--- src/ptt_pkg.sv ---
`timescale 1ns / 1ps
`default_nettype none
// ----------------------------------------------------------------------------
// ptt_pkg: shared types and codes of the periodic timer table
// Function codes, status codes and the slot record layout.
// ----------------------------------------------------------------------------
package ptt_pkg;

	localparam logic [2:0] FUNC_ONESHOT    = 3'd0;
	localparam logic [2:0] FUNC_PERIODIC   = 3'd1;
	localparam logic [2:0] FUNC_CANCEL     = 3'd2;
	localparam logic [2:0] FUNC_CANCEL_ALL = 3'd3;
	localparam logic [2:0] FUNC_TICK       = 3'd4;
	localparam logic [2:0] FUNC_QUERY      = 3'd5;

	localparam logic [1:0] ST_OK        = 2'd0;
	localparam logic [1:0] ST_NOT_FOUND = 2'd1;
	localparam logic [1:0] ST_FULL      = 2'd2;

	// most expiry results reported by one tick
	localparam int MAX_RESULTS = 16;

	localparam int SLOT_W = 32 + 32 + 30 + 1 + 1;

	typedef struct packed {
		logic [31:0] id;
		logic [31:0] remaining;
		logic [29:0] interval;
		logic        periodic;
		logic        cancelled;
	} slot_t;

endpackage
`default_nettype wire

--- src/ptt_ram.sv ---
`timescale 1ns / 1ps
`default_nettype none
// ----------------------------------------------------------------------------
// ptt_ram: generic single-port-write, single-read RAM
// One write port, one read port, read data registered.
// ----------------------------------------------------------------------------
module ptt_ram #(
	parameter int WIDTH = 8,
	parameter int DEPTH = 16
) (
	input  wire                     clk,
	input  wire                     we,
	input  wire [$clog2(DEPTH)-1:0] waddr,
	input  wire [WIDTH-1:0]         wdata,
	input  wire [$clog2(DEPTH)-1:0] raddr,
	output logic [WIDTH-1:0]        rdata
);

	logic [WIDTH-1:0] mem_q [DEPTH];

	// write and registered read
	always_ff @(posedge clk) begin
		if (we) begin
			mem_q[waddr] <= wdata;
		end
		rdata <= mem_q[raddr];
	end

endmodule
`default_nettype wire

--- src/periodic_timer_table_top.sv ---
`timescale 1ns / 1ps
`default_nettype none
// ----------------------------------------------------------------------------
// periodic_timer_table_top: table of software timers in scheduling order
// Schedules, cancels, ticks and queries timers held in one slot RAM.
// ----------------------------------------------------------------------------
// Items are handled one at a time. Schedule and the unused function codes
// register their result when they accept the transaction. Cancel, cancel all
// and query walk the used slots through the slot RAM, one slot per cycle, with
// registered read data. A tick walks the table twice: a first read-only pass
// counts the surviving timers and the expiries, so every result can carry the
// final live count and the last flag; the second pass updates, compacts and
// reports, and it stalls while a result waits on the output.
// ----------------------------------------------------------------------------
module periodic_timer_table_top
	import ptt_pkg::*;
#(
	parameter int MAX_TASKS = 16
) (
	input  wire         clk,
	input  wire         arst_n,
	input  wire         in_valid,
	output logic        in_ready,
	input  wire  [2:0]  func,
	input  wire  [19:0] delay_ms,
	input  wire  [19:0] initial_delay_ms,
	input  wire  [31:0] task_id,
	input  wire  [23:0] elapsed_us,
	output logic        out_valid,
	input  wire         out_ready,
	output logic [1:0]  status,
	output logic [31:0] result_id,
	output logic        fired,
	output logic        pending,
	output logic [4:0]  live_count,
	output logic        last
);

	localparam int AW = (MAX_TASKS > 1) ? $clog2(MAX_TASKS) : 1;
	localparam int CW = $clog2(MAX_TASKS + 1);
	localparam int RAM_D = 1 << AW;

	localparam logic [2:0] S_IDLE  = 3'd0;
	localparam logic [2:0] S_SCAN  = 3'd1;
	localparam logic [2:0] S_DONE  = 3'd2;
	localparam logic [2:0] S_COUNT = 3'd3;

	logic [2:0]    state_q;
	logic [2:0]    func_q;
	logic [31:0]   tid_q;
	logic [31:0]   elapsed_q;
	logic [CW-1:0] used_q;
	logic [CW-1:0] live_q;
	logic [31:0]   next_id_q;
	logic [CW-1:0] rd_q;     // next slot to read
	logic          vld_s1;   // read data valid
	logic [CW-1:0] idx_s1;   // slot index of read data
	logic [CW-1:0] wr_q;     // compaction write pointer
	logic          found_q;
	logic [CW-1:0] nf_q;     // expiries to report
	logic [CW-1:0] fcnt_q;   // expiries reported so far
	logic          stall;

	logic          ram_we;
	logic [AW-1:0] ram_waddr;
	logic [AW-1:0] ram_raddr;
	slot_t         ram_wdata;
	slot_t         ram_rdata;

	ptt_ram #(.WIDTH(SLOT_W), .DEPTH(RAM_D)) u_ram (
		.clk   (clk),
		.we    (ram_we),
		.waddr (ram_waddr),
		.wdata (ram_wdata),
		.raddr (ram_raddr),
		.rdata (ram_rdata)
	);

	// per-slot evaluation of the read data
	slot_t       upd;
	logic [31:0] dec;
	logic        expire;
	logic        hit;
	always_comb begin
		upd    = ram_rdata;
		dec    = ram_rdata.remaining - elapsed_q;
		expire = 1'b0;
		hit    = (ram_rdata.id == tid_q);
		if (func_q == FUNC_TICK && !ram_rdata.cancelled) begin
			upd.remaining = dec;
			if ($signed(dec) <= 0) begin
				expire = 1'b1;
				if (ram_rdata.periodic) begin
					upd.remaining = {2'b00, ram_rdata.interval};
				end else begin
					upd.cancelled = 1'b1;
				end
			end
		end
	end

	assign in_ready = (state_q == S_IDLE) && !out_valid;
	assign stall    = out_valid && !out_ready;

	// re-read the held slot while the output stalls
	assign ram_raddr = stall ? idx_s1[AW-1:0] : rd_q[AW-1:0];

	// slot RAM write port
	always_comb begin
		ram_we    = 1'b0;
		ram_waddr = idx_s1[AW-1:0];
		ram_wdata = upd;
		if (state_q == S_IDLE && in_valid && in_ready &&
		    (func == FUNC_ONESHOT || func == FUNC_PERIODIC) && used_q < CW'(MAX_TASKS)) begin
			ram_we              = 1'b1;
			ram_waddr           = used_q[AW-1:0];
			ram_wdata.id        = next_id_q;
			ram_wdata.periodic  = (func == FUNC_PERIODIC);
			ram_wdata.cancelled = 1'b0;
			ram_wdata.interval  = (func == FUNC_PERIODIC) ? 30'(delay_ms * 30'd1000) : 30'd0;
			ram_wdata.remaining = (func == FUNC_PERIODIC && initial_delay_ms != 20'd0) ?
			                      32'(initial_delay_ms * 30'd1000) :
			                      32'(delay_ms * 30'd1000);
		end else if (state_q == S_SCAN && vld_s1 && !stall) begin
			unique case (func_q)
				FUNC_CANCEL: begin
					ram_we              = hit && !found_q;
					ram_wdata.cancelled = 1'b1;
				end
				FUNC_CANCEL_ALL: begin
					ram_we        = 1'b1;
					ram_wdata.cancelled = 1'b1;
				end
				FUNC_TICK: begin
					ram_we    = !upd.cancelled;
					ram_waddr = wr_q[AW-1:0];
				end
				default: ram_we = 1'b0;
			endcase
		end
	end

	// control and result register
	always_ff @(posedge clk or negedge arst_n) begin
		if (!arst_n) begin
			state_q   <= S_IDLE;
			used_q    <= '0;
			live_q    <= '0;
			next_id_q <= 32'd1;
			out_valid <= 1'b0;
			vld_s1    <= 1'b0;
			rd_q      <= '0;
			idx_s1    <= '0;
			wr_q      <= '0;
			found_q   <= 1'b0;
			nf_q      <= '0;
			fcnt_q    <= '0;
			func_q    <= '0;
		end else begin
			if (out_valid && out_ready) begin
				out_valid <= 1'b0;
			end
			unique case (state_q)
				S_IDLE: begin
					if (in_valid && in_ready) begin
						func_q    <= func;
						tid_q     <= task_id;
						elapsed_q <= {8'd0, elapsed_us};
						rd_q      <= '0;
						vld_s1    <= 1'b0;
						wr_q      <= '0;
						found_q   <= 1'b0;
						nf_q      <= '0;
						fcnt_q    <= '0;
						status    <= ST_OK;
						result_id <= 32'd0;
						fired     <= 1'b0;
						pending   <= 1'b0;
						last      <= 1'b1;
						if (func == FUNC_ONESHOT || func == FUNC_PERIODIC) begin
							if (used_q < CW'(MAX_TASKS)) begin
								result_id  <= next_id_q;
								next_id_q  <= next_id_q + 32'd1;
								used_q     <= used_q + CW'(1);
								live_q     <= live_q + CW'(1);
								live_count <= 5'(live_q + CW'(1));
							end else begin
								status     <= ST_FULL;
								live_count <= 5'(live_q);
							end
							out_valid <= 1'b1;
						end else if (func == FUNC_TICK) begin
							state_q <= S_COUNT;
							live_q  <= '0;
						end else if (func == FUNC_CANCEL || func == FUNC_CANCEL_ALL ||
						             func == FUNC_QUERY) begin
							state_q <= S_SCAN;
						end else begin
							live_count <= 5'(live_q);
							out_valid  <= 1'b1;
						end
					end
				end
				S_COUNT: begin
					// first tick pass: count survivors and expiries, write nothing
					if (rd_q < used_q) begin
						rd_q   <= rd_q + CW'(1);
						vld_s1 <= 1'b1;
						idx_s1 <= rd_q;
					end else begin
						vld_s1 <= 1'b0;
					end
					if (vld_s1) begin
						if (!upd.cancelled) begin
							live_q <= live_q + CW'(1);
						end
						if (expire) begin
							nf_q <= nf_q + CW'(1);
						end
					end
					if (!(rd_q < used_q) && !vld_s1) begin
						state_q <= S_SCAN;
						rd_q    <= '0;
						// expiries beyond the report limit stay silent
						if (MAX_TASKS > MAX_RESULTS && nf_q > CW'(MAX_RESULTS)) begin
							nf_q <= CW'(MAX_RESULTS);
						end
					end
				end
				S_SCAN: begin
					if (!stall) begin
						// issue next read
						if (rd_q < used_q) begin
							rd_q   <= rd_q + CW'(1);
							vld_s1 <= 1'b1;
							idx_s1 <= rd_q;
						end else begin
							vld_s1 <= 1'b0;
						end
						// consume read data
						if (vld_s1) begin
							unique case (func_q)
								FUNC_CANCEL: begin
									if (hit && !found_q) begin
										found_q <= 1'b1;
										if (!ram_rdata.cancelled) begin
											live_q <= live_q - CW'(1);
										end
									end
								end
								FUNC_QUERY: begin
									if (hit && !ram_rdata.cancelled) begin
										found_q <= 1'b1;
									end
								end
								FUNC_TICK: begin
									if (!upd.cancelled) begin
										wr_q <= wr_q + CW'(1);
									end
									if (expire && fcnt_q < nf_q) begin
										fcnt_q    <= fcnt_q + CW'(1);
										out_valid <= 1'b1;
										status    <= ST_OK;
										result_id <= ram_rdata.id;
										fired     <= 1'b1;
										pending   <= 1'b0;
										last      <= (fcnt_q + CW'(1) == nf_q);
										live_count <= 5'(live_q);
									end
								end
								default: begin
								end
							endcase
						end
						if (!(rd_q < used_q) && !vld_s1) begin
							state_q <= S_DONE;
						end
					end
				end
				S_DONE: begin
					if (!stall) begin
						state_q <= S_IDLE;
						if (func_q == FUNC_TICK) begin
							used_q <= wr_q;
						end
						// expiry results of a tick are already out
						if (func_q != FUNC_TICK || nf_q == '0) begin
							out_valid <= 1'b1;
							last      <= 1'b1;
							fired     <= 1'b0;
							pending   <= 1'b0;
							status    <= ST_OK;
							result_id <= 32'd0;
							live_count <= 5'(live_q);
							unique case (func_q)
								FUNC_CANCEL: begin
									status    <= found_q ? ST_OK : ST_NOT_FOUND;
									result_id <= tid_q;
								end
								FUNC_QUERY: begin
									status    <= found_q ? ST_OK : ST_NOT_FOUND;
									pending   <= found_q;
									result_id <= tid_q;
								end
								FUNC_CANCEL_ALL: begin
									live_q     <= '0;
									live_count <= 5'd0;
								end
								default: begin
								end
							endcase
						end
					end
				end
				default: state_q <= S_IDLE;
			endcase
		end
	end

endmodule
`default_nettype wire

--- config.mk ---
export PLATFORM = sky130hd
export DESIGN_NAME = periodic_timer_table_top
export DESIGN_NICKNAME = d
export VERILOG_FILES = /design/src/ptt_pkg.sv /design/src/ptt_ram.sv /design/src/periodic_timer_table_top.sv
export SDC_FILE = /design/constraint.sdc
export NUM_CORES = 2
export LEC_CHECK = 0
export ABC_CLOCK_PERIOD_IN_PS = 19200
export BUFFER_PORTS_ARGS = -buffer_cell sky130_fd_sc_hd__buf_2
export CELL_PAD_IN_SITES_DETAIL_PLACEMENT = 1
export CELL_PAD_IN_SITES_GLOBAL_PLACEMENT = 2
export CORE_UTILIZATION = 45
export CTS_BUF_LIST = sky130_fd_sc_hd__clkbuf_2
export CTS_CLUSTER_DIAMETER = 100
export DETAILED_ROUTE_END_ITERATION = 6
export GPL_TIMING_DRIVEN = 0
export PLACE_DENSITY = 0.78
export SLEW_MARGIN = 20
export SYNTH_ARGS = -nofsm -noshare
export SYNTH_HDL_FRONTEND = slang
export SYNTH_SLANG_ARGS = --single-unit
--- constraint.sdc ---
create_clock -name clk -period 19.2 [get_ports clk]
set_input_delay 3.84 -clock clk [delete_from_list [all_inputs] [get_ports clk]]
set_output_delay 3.84 -clock clk [all_outputs]
set_load 0.02 [all_outputs]
== Word level (Yosys, flattened, before mapping) ==
Memories as Yosys holds them, arrays and structs flattened. A register that Yosys moved wholly into a read port is not among the register bits.
Index checks and enable logic that the tools add are counted.

* $add $sub $neg: 9
* Multiply operators: 3
* Divide/modulo/power cells: 0
* Magnitude comparators: 4
* Equal/unequal tests: 42
* Shifts and indexed selects: 0
* Muxes and demuxes: 151
* Bitwise operators: 0
* Reduce and logical (&&, ||, !) cells: 55

{| class="wikitable"
|+ Operators by type and width
! operator !! count
|-
| 32-bit 2-to-1 mux || 13
|-
| 5-bit 2-to-1 mux || 43
|-
| 32-bit one-hot mux with 3 select lines || 1
|-
| 95-bit 2-to-1 mux || 1
|-
| 20-bit by 7-bit multiplier with 27-bit output (second input constant) || 3
|-
| 30-bit 2-to-1 mux || 2
|-
| 1-bit 2-to-1 mux || 52
|-
| 5-bit one-hot mux with 2 select lines || 5
|-
| 32-bit by 1-bit adder with 32-bit output (second input constant) || 1
|-
| 32-bit equality test || 1
|-
| 32-bit by 1-bit <= comparator with 1-bit output (second input constant) || 1
|-
| 32-bit by 24-bit subtractor with 32-bit output || 1
|-
| 5-bit by 1-bit adder with 5-bit output (second input constant) || 6
|-
| 5-bit one-hot mux with 3 select lines || 2
|-
| 3-bit 2-to-1 mux || 8
|-
| 2-bit != test (second input constant) || 12
|-
| 5-bit one-hot mux with 4 select lines || 1
|-
| 20-bit nonzero test || 1
|-
| 3-bit by 2-bit equality test with 1-bit output (second input constant) || 6
|-
| 2-bit 2-to-1 mux || 9
|-
| 1-bit one-hot mux with 3 select lines || 6
|-
| 6-bit AND reduction || 3
|-
| 1-bit logical AND || 16
|-
| 4-bit 2-to-1 mux || 4
|-
| 27 further kinds || 66
|}

* Register bits: 174
* Latch bits: 0
* Memory bits (writable): 1536
* ROM bits: 0
* Word-level logic and storage cells: 286
* Memories kept: 1

{| class="wikitable"
|+ Memories
! memory !! depth !! bits a word !! read ports !! clocked after memory_dff !! write ports !! line !! source
|-
| u_ram.mem_q || 16 || 96 || 1 || 1 || 1 || ptt_ram.sv:19 || <nowiki>logic [WIDTH-1:0] mem_q [DEPTH];</nowiki>
|}

== Depth between registers and ports, before layout ==
* Word-level depth: 10
* Mapped depth: 22
* Depth with buffers taken out: 22

== Cells and area by module ==
From an unflattened synthesis, not the netlist that was laid out.

* Cell total of the unflattened synthesis: 4653
* Area, all modules: 78522.8 µm²

{| class="wikitable"
|+ Modules (own cells, without submodules)
! module !! times used !! cells each !! area each (µm²)
|-
| ptt_ram || 1 || 2460 || 59355.7
|-
| periodic_timer_table_top || 1 || 2193 || 19167.1
|}

== Worst setup path before layout ==
Ideal clock, no wire load.

* Path kind: input -> register
* From: input out_ready
* To: memory u_ram.mem_q[12][0] in the netlist's numbering (enable)
* Data arrival time: 15.191 ns
* Required time: 18.380 ns
* Path slack: 3.190 ns
* Stages: 7
* Path buffers: 1
* Path through: nand2b_1 -> clkbuf_1 -> nand3_1 -> nor2_1 -> mux2i_1 -> o21ai_0 -> nor4b_1

* Cells in the longest elaborated chain, start to end: 8
* Elaborated cells between the ends (all ways): 10
* Those cells by class: 6 x mux; 4 x reduce/logical

{| class="wikitable"
|+ Ends and longest elaborated chain
! item !! line !! source
|-
| from (decl) || periodic_timer_table_top.sv:30 || <nowiki>input wire out_ready,</nowiki>
|-
| 1-bit logical NOT * || periodic_timer_table_top.sv:103 || <nowiki>assign stall = out_valid && !out_ready;</nowiki>
|-
| 1-bit logical AND * || periodic_timer_table_top.sv:103 ||
|-
| 1-bit logical NOT * || - ||
|-
| 1-bit logical AND * || periodic_timer_table_top.sv:124 || <nowiki>end else if (state_q == S_SCAN && vld_s1 && !stall) begin</nowiki>
|-
| 1-bit 2-to-1 mux || periodic_timer_table_top.sv:124 ||
|-
| 1-bit 2-to-1 mux || periodic_timer_table_top.sv:113 || <nowiki>if (state_q == S_IDLE && in_valid && in_ready &&</nowiki>
|-
| 1-bit 2-to-1 mux || ptt_ram.sv:23 || <nowiki>if (we) begin</nowiki>
|-
| 1-bit 2-to-1 mux (implied by the code) || ptt_ram.sv:24 || <nowiki>mem_q[waddr] <= wdata;</nowiki>
|-
| to (decl) || ptt_ram.sv:19 ||
|}

Mark *: on every way between the ends. The rest lies on a longest branch, timed or not.

== Worst setup path in the final report ==
* From: input func[1]
* To: memory u_ram.mem_q[7][42] in the netlist's numbering (enable)

* Cells in the longest elaborated chain, start to end: 7
* Elaborated cells between the ends (all ways): 9
* Those cells by class: 1 x eq/ne; 4 x mux; 4 x reduce/logical

{| class="wikitable"
|+ Ends and longest elaborated chain
! item !! line !! source
|-
| from (decl) || periodic_timer_table_top.sv:24 || <nowiki>input wire [2:0] func,</nowiki>
|-
| 3-bit by 1-bit equality test with 1-bit output or 3-bit logical NOT (tied branches) || periodic_timer_table_top.sv:114 || <nowiki>(func == FUNC_ONESHOT || func == FUNC_PERIODIC) && used_q < CW'(MAX_TASKS)) begin</nowiki>
|-
| 1-bit logical OR * || periodic_timer_table_top.sv:114 ||
|-
| 1-bit logical AND * || periodic_timer_table_top.sv:113 ||
|-
| 1-bit logical AND * || periodic_timer_table_top.sv:114 ||
|-
| 1-bit 2-to-1 mux || periodic_timer_table_top.sv:113 ||
|-
| 1-bit 2-to-1 mux || ptt_ram.sv:23 ||
|-
| 1-bit 2-to-1 mux (implied by the code) || ptt_ram.sv:24 ||
|}

Marked as above.

==> impl_metrics.ini <==
[status]
outcome = finished clean

[timing]
clock_skew_ns = 0.251
period_minus_slack_ns = 8.75
rsz0062_at_grt = false
slew_headroom_pct = 12.9
post-route-period-util_pct = 45.6
fin_ws_ns = 10.45
slew_violations = 0
setup_tns_ns = 0
fmax_mhz = 114
tightest_slew_ns = 1.30
setup_viol = 0
whs_ns = 0.531
hold_viol_final = 0

[job]
cap_violations = 0

[finish]
final_cell_mix = 1634 x edfxtp_1, 675 x clkbuf_2, 519 x nand2_1, 384 x mux4_2, 274 x inv_1
final_core_util_pct = 51.5
syn_to_final_growth_pct = 13.4
nets = 6208
mostFrequentLayoutCell = edfxtp_1
multiInputGateArea_sq_mm = 0.0248
regArea_sq_mm = 0.0528
drive_gt1_share_pct = 27.2
nFillCells = 17200

[clocking]
clock-root-buffer = clkbuf_2
htreeDepth = 5
cts_tree = done
cts_max_path_buffers = 4
insertion_delay_ns = 1.90
clk_pin_slew_ns = 0.14
cts_setup_buffers = 0
post_cts_resize_count = 0
clkSinkCount = 1804
numCtsBuffers = 444
cts_hold_buf = 0

[yosys]
synth_xor_area_share_pct = 1.66
yosysWarnings = 0
synth_cell_types = 96
synth-compound-area-share_pct = 5.78
synth_top_family_by_area = multiplexers
synth.area.mux_share_pct = 11.4
yosysSeqAreaShare_pct = 66.6
synth_edf_count = 1634
synth_area_per_cell_sq_um = 16.3
synth_flop_cell = edfxtp_1
synthAdderAreaFrac_pct = 6.38
syn_nets = 5299
synth_seq_cells = 1804
syn_inst = 4876
synth-simple-area-share_pct = 5.75
async_reset_ff_share_pct = 4.10
syn_area_sq_mm = 0.0794

[drt]
firstDrtPassIters = 5
wire_per_inst_um = 28.6
viasPerCell = 5.81
drt_drc_violations_left = 0
drtIter0Drc = 5280
antenna_left = 0
drt_wl_total_mm = 243
via_count = 49300

[placement]
port_buffers = 146
hpwl_mm = 178
dp_slack_ns = 8.77
gp_congestion = 0.932

[global_routing]
antenna_found_initial = 8
grt_max_degree = 42
grt_usage_pct = 27.4
globalRoute.totalOverflow = 0
grt_pass1_wl_mm = 355
grt_pass1_vias = 52100

[setup_path]
crit_type = input port to flip-flop
cp.required_ns = 20.63
reg2reg_from = u_ram.rdata[39]$_DFF_P_
cp-end-kind = flip-flop
cp-start-kind = input port
critPathMaxFanout = 10
r2r_cells = 25
r2r-end = u_ram.mem_q[7][42]$_DFFE_PP_
worst-r2r-setup-slack_ns = 11.54
crit_arrival_ns = 10.18

[min_path]
holdCritPathClass = flip-flop to flip-flop
worst_hold_path.num_cells = 1
hold_end = next_id_q[4]$_DFFE_PN0P_
min_from = next_id_q[4]$_DFFE_PN0P_

[floorplanning]
dieArea_sq_mm = 0.178
core-area_sq_mm = 0.175
die_w_um = 422
initial_core_util_pct = 45.5
die_y_um = 422
io_pins = 147
num_rows = 153

[power]
p_per_area_mw_per_mm2 = 152
p_leak_nw = 33.1
ir_worst_vdd_mv = 0.0918
power.total_mw = 13.7
## routing by layer
metal	part of all wire [%]	vias to the layer above	GRT usage [%]	routed length [um]
met2	47	2244	42.6	114000
met4	3.0	0	9.30	7210
li1	-	20800	-	-
met3	8.5	378	5.94	20600
met1	42	25800	38.2	101000
met5	0	-	0	0
## critical path, cell delays in order
cell and delay [ns]:
buf_2 0.15, nor2_1 0.61, nand2_1 0.40, nor2_1 0.82, clkbuf_1 0.82, o21ai_1 0.56, nor4_2 0.62, buf_2 0.26
buf_2 0.23, buf_2 0.26, buf_4 0.20, buf_4 0.18, buf_4 0.19, buf_4 0.17, buf_2 0.18, buf_2 0.19
buf_2 0.22, buf_2 0.23
## how the worst max path moves through the flow
stage                start                             to  slack [ns]  cells past startpoint
3_5_place_dp       func[1]   u_ram.mem_q[7][42]$_DFFE_PP_        8.77                     18
4_1_cts            func[1]   u_ram.mem_q[7][42]$_DFFE_PP_       10.78                     18
5_1_grt        delay_ms[1]  u_ram.mem_q[11][60]$_DFFE_PP_       10.53                     20
2_1_floorplan    out_ready   u_ram.mem_q[12][0]$_DFFE_PP_        3.19                      7
6_report           func[1]   u_ram.mem_q[7][42]$_DFFE_PP_       10.45                     18
3_3_place_gp       func[1]  u_ram.mem_q[12][42]$_DFFE_PP_      -10.21                      7
## through the flow
stage	instances	instance area [sq um]
6_report	8481	90000
3_3_place_gp	7347	83000
4_1_cts	8471	89900
5_1_grt	8480	90000
3_5_place_dp	7664	85700
2_1_floorplan	4876	79400
## logic make-up (layout without fill, tap and decap cells)
| logic type | after synthesis | after routing |
|---|---|---|
| flip-flops | 1804 | 1804 |
| AND/OR/NAND/NOR | 985 | 985 |
| AO/OA/AOI/OAI | 685 | 685 |
| buffers and inverters | 508 | 1778 |
| multiplexers | 424 | 424 |
| adder cells (fa/ha/maj) | 320 | 320 |
| XOR/XNOR | 150 | 150 |
| other | 0 | 10 |
## final cells by class
cell class	count	area share (%)
Antenna cell	10	0.0278
Buffer	234	1.04
Clock buffer	650	3.62
Clock inverter	157	1.12
Inverter	274	1.14
Multi-Input combinational cell	2564	27.6
Sequential cell	1804	58.7
Tap cell	2325	3.23
Timing Repair Buffer	463	3.50
## synth_stat cells (all sizes together), types with 11 or more instances
cell	n	share of area (%)
edfxtp	1634	62
nand2	520	2.5
mux4	384	11
inv	274	1.3
ha	179	2.8
clkbuf	171	0.81
fa	141	3.6
o21ai	139	0.88
nor2	129	0.64
a21oi	121	0.78
a211oi	117	1.1
a31oi	113	0.89
and2	110	0.87
xnor2	97	1.1
dfxtp	96	2.4
dfrtp	73	2.3
buf	63	0.33
xor2	53	0.58
a22o	52	0.57
nand3	52	0.33
nor3	36	0.23
mux2i	32	0.40
a21o	30	0.29
nand4	30	0.24
and3	17	0.13
nand2b	16	0.13
nor4	15	0.15
a22oi	12	0.11
nor2b	12	0.095
o211ai	11	0.10
o21a	11	0.10
o31ai	11	0.12
or3	11	0.093
## state kept, by name, indices dropped and copies added, names as in the netlist, 2 cells and up
signal,flops
u_ram.mem_q,1536
u_ram.rdata,96
next_id_q,32
result_id,32
tid_q,32
elapsed_q,24
fcnt_q,5
live_count,5
live_q,5
nf_q,5
rd_q,5
used_q,5
wr_q,5
idx_s1,4
func_q,3
state_q,2
status,2
## power breakdown
part / internal (mW) / total [mW] / switching (mW)
Clock: 1.10 / 2.69 / 1.59
Sequential: 5.18 / 5.50 / 0.322
Combinational: 1.87 / 5.49 / 3.62
Total: 8.15 / 13.7 / 5.54
No activity file was read; power rests on OpenSTA's default activity.
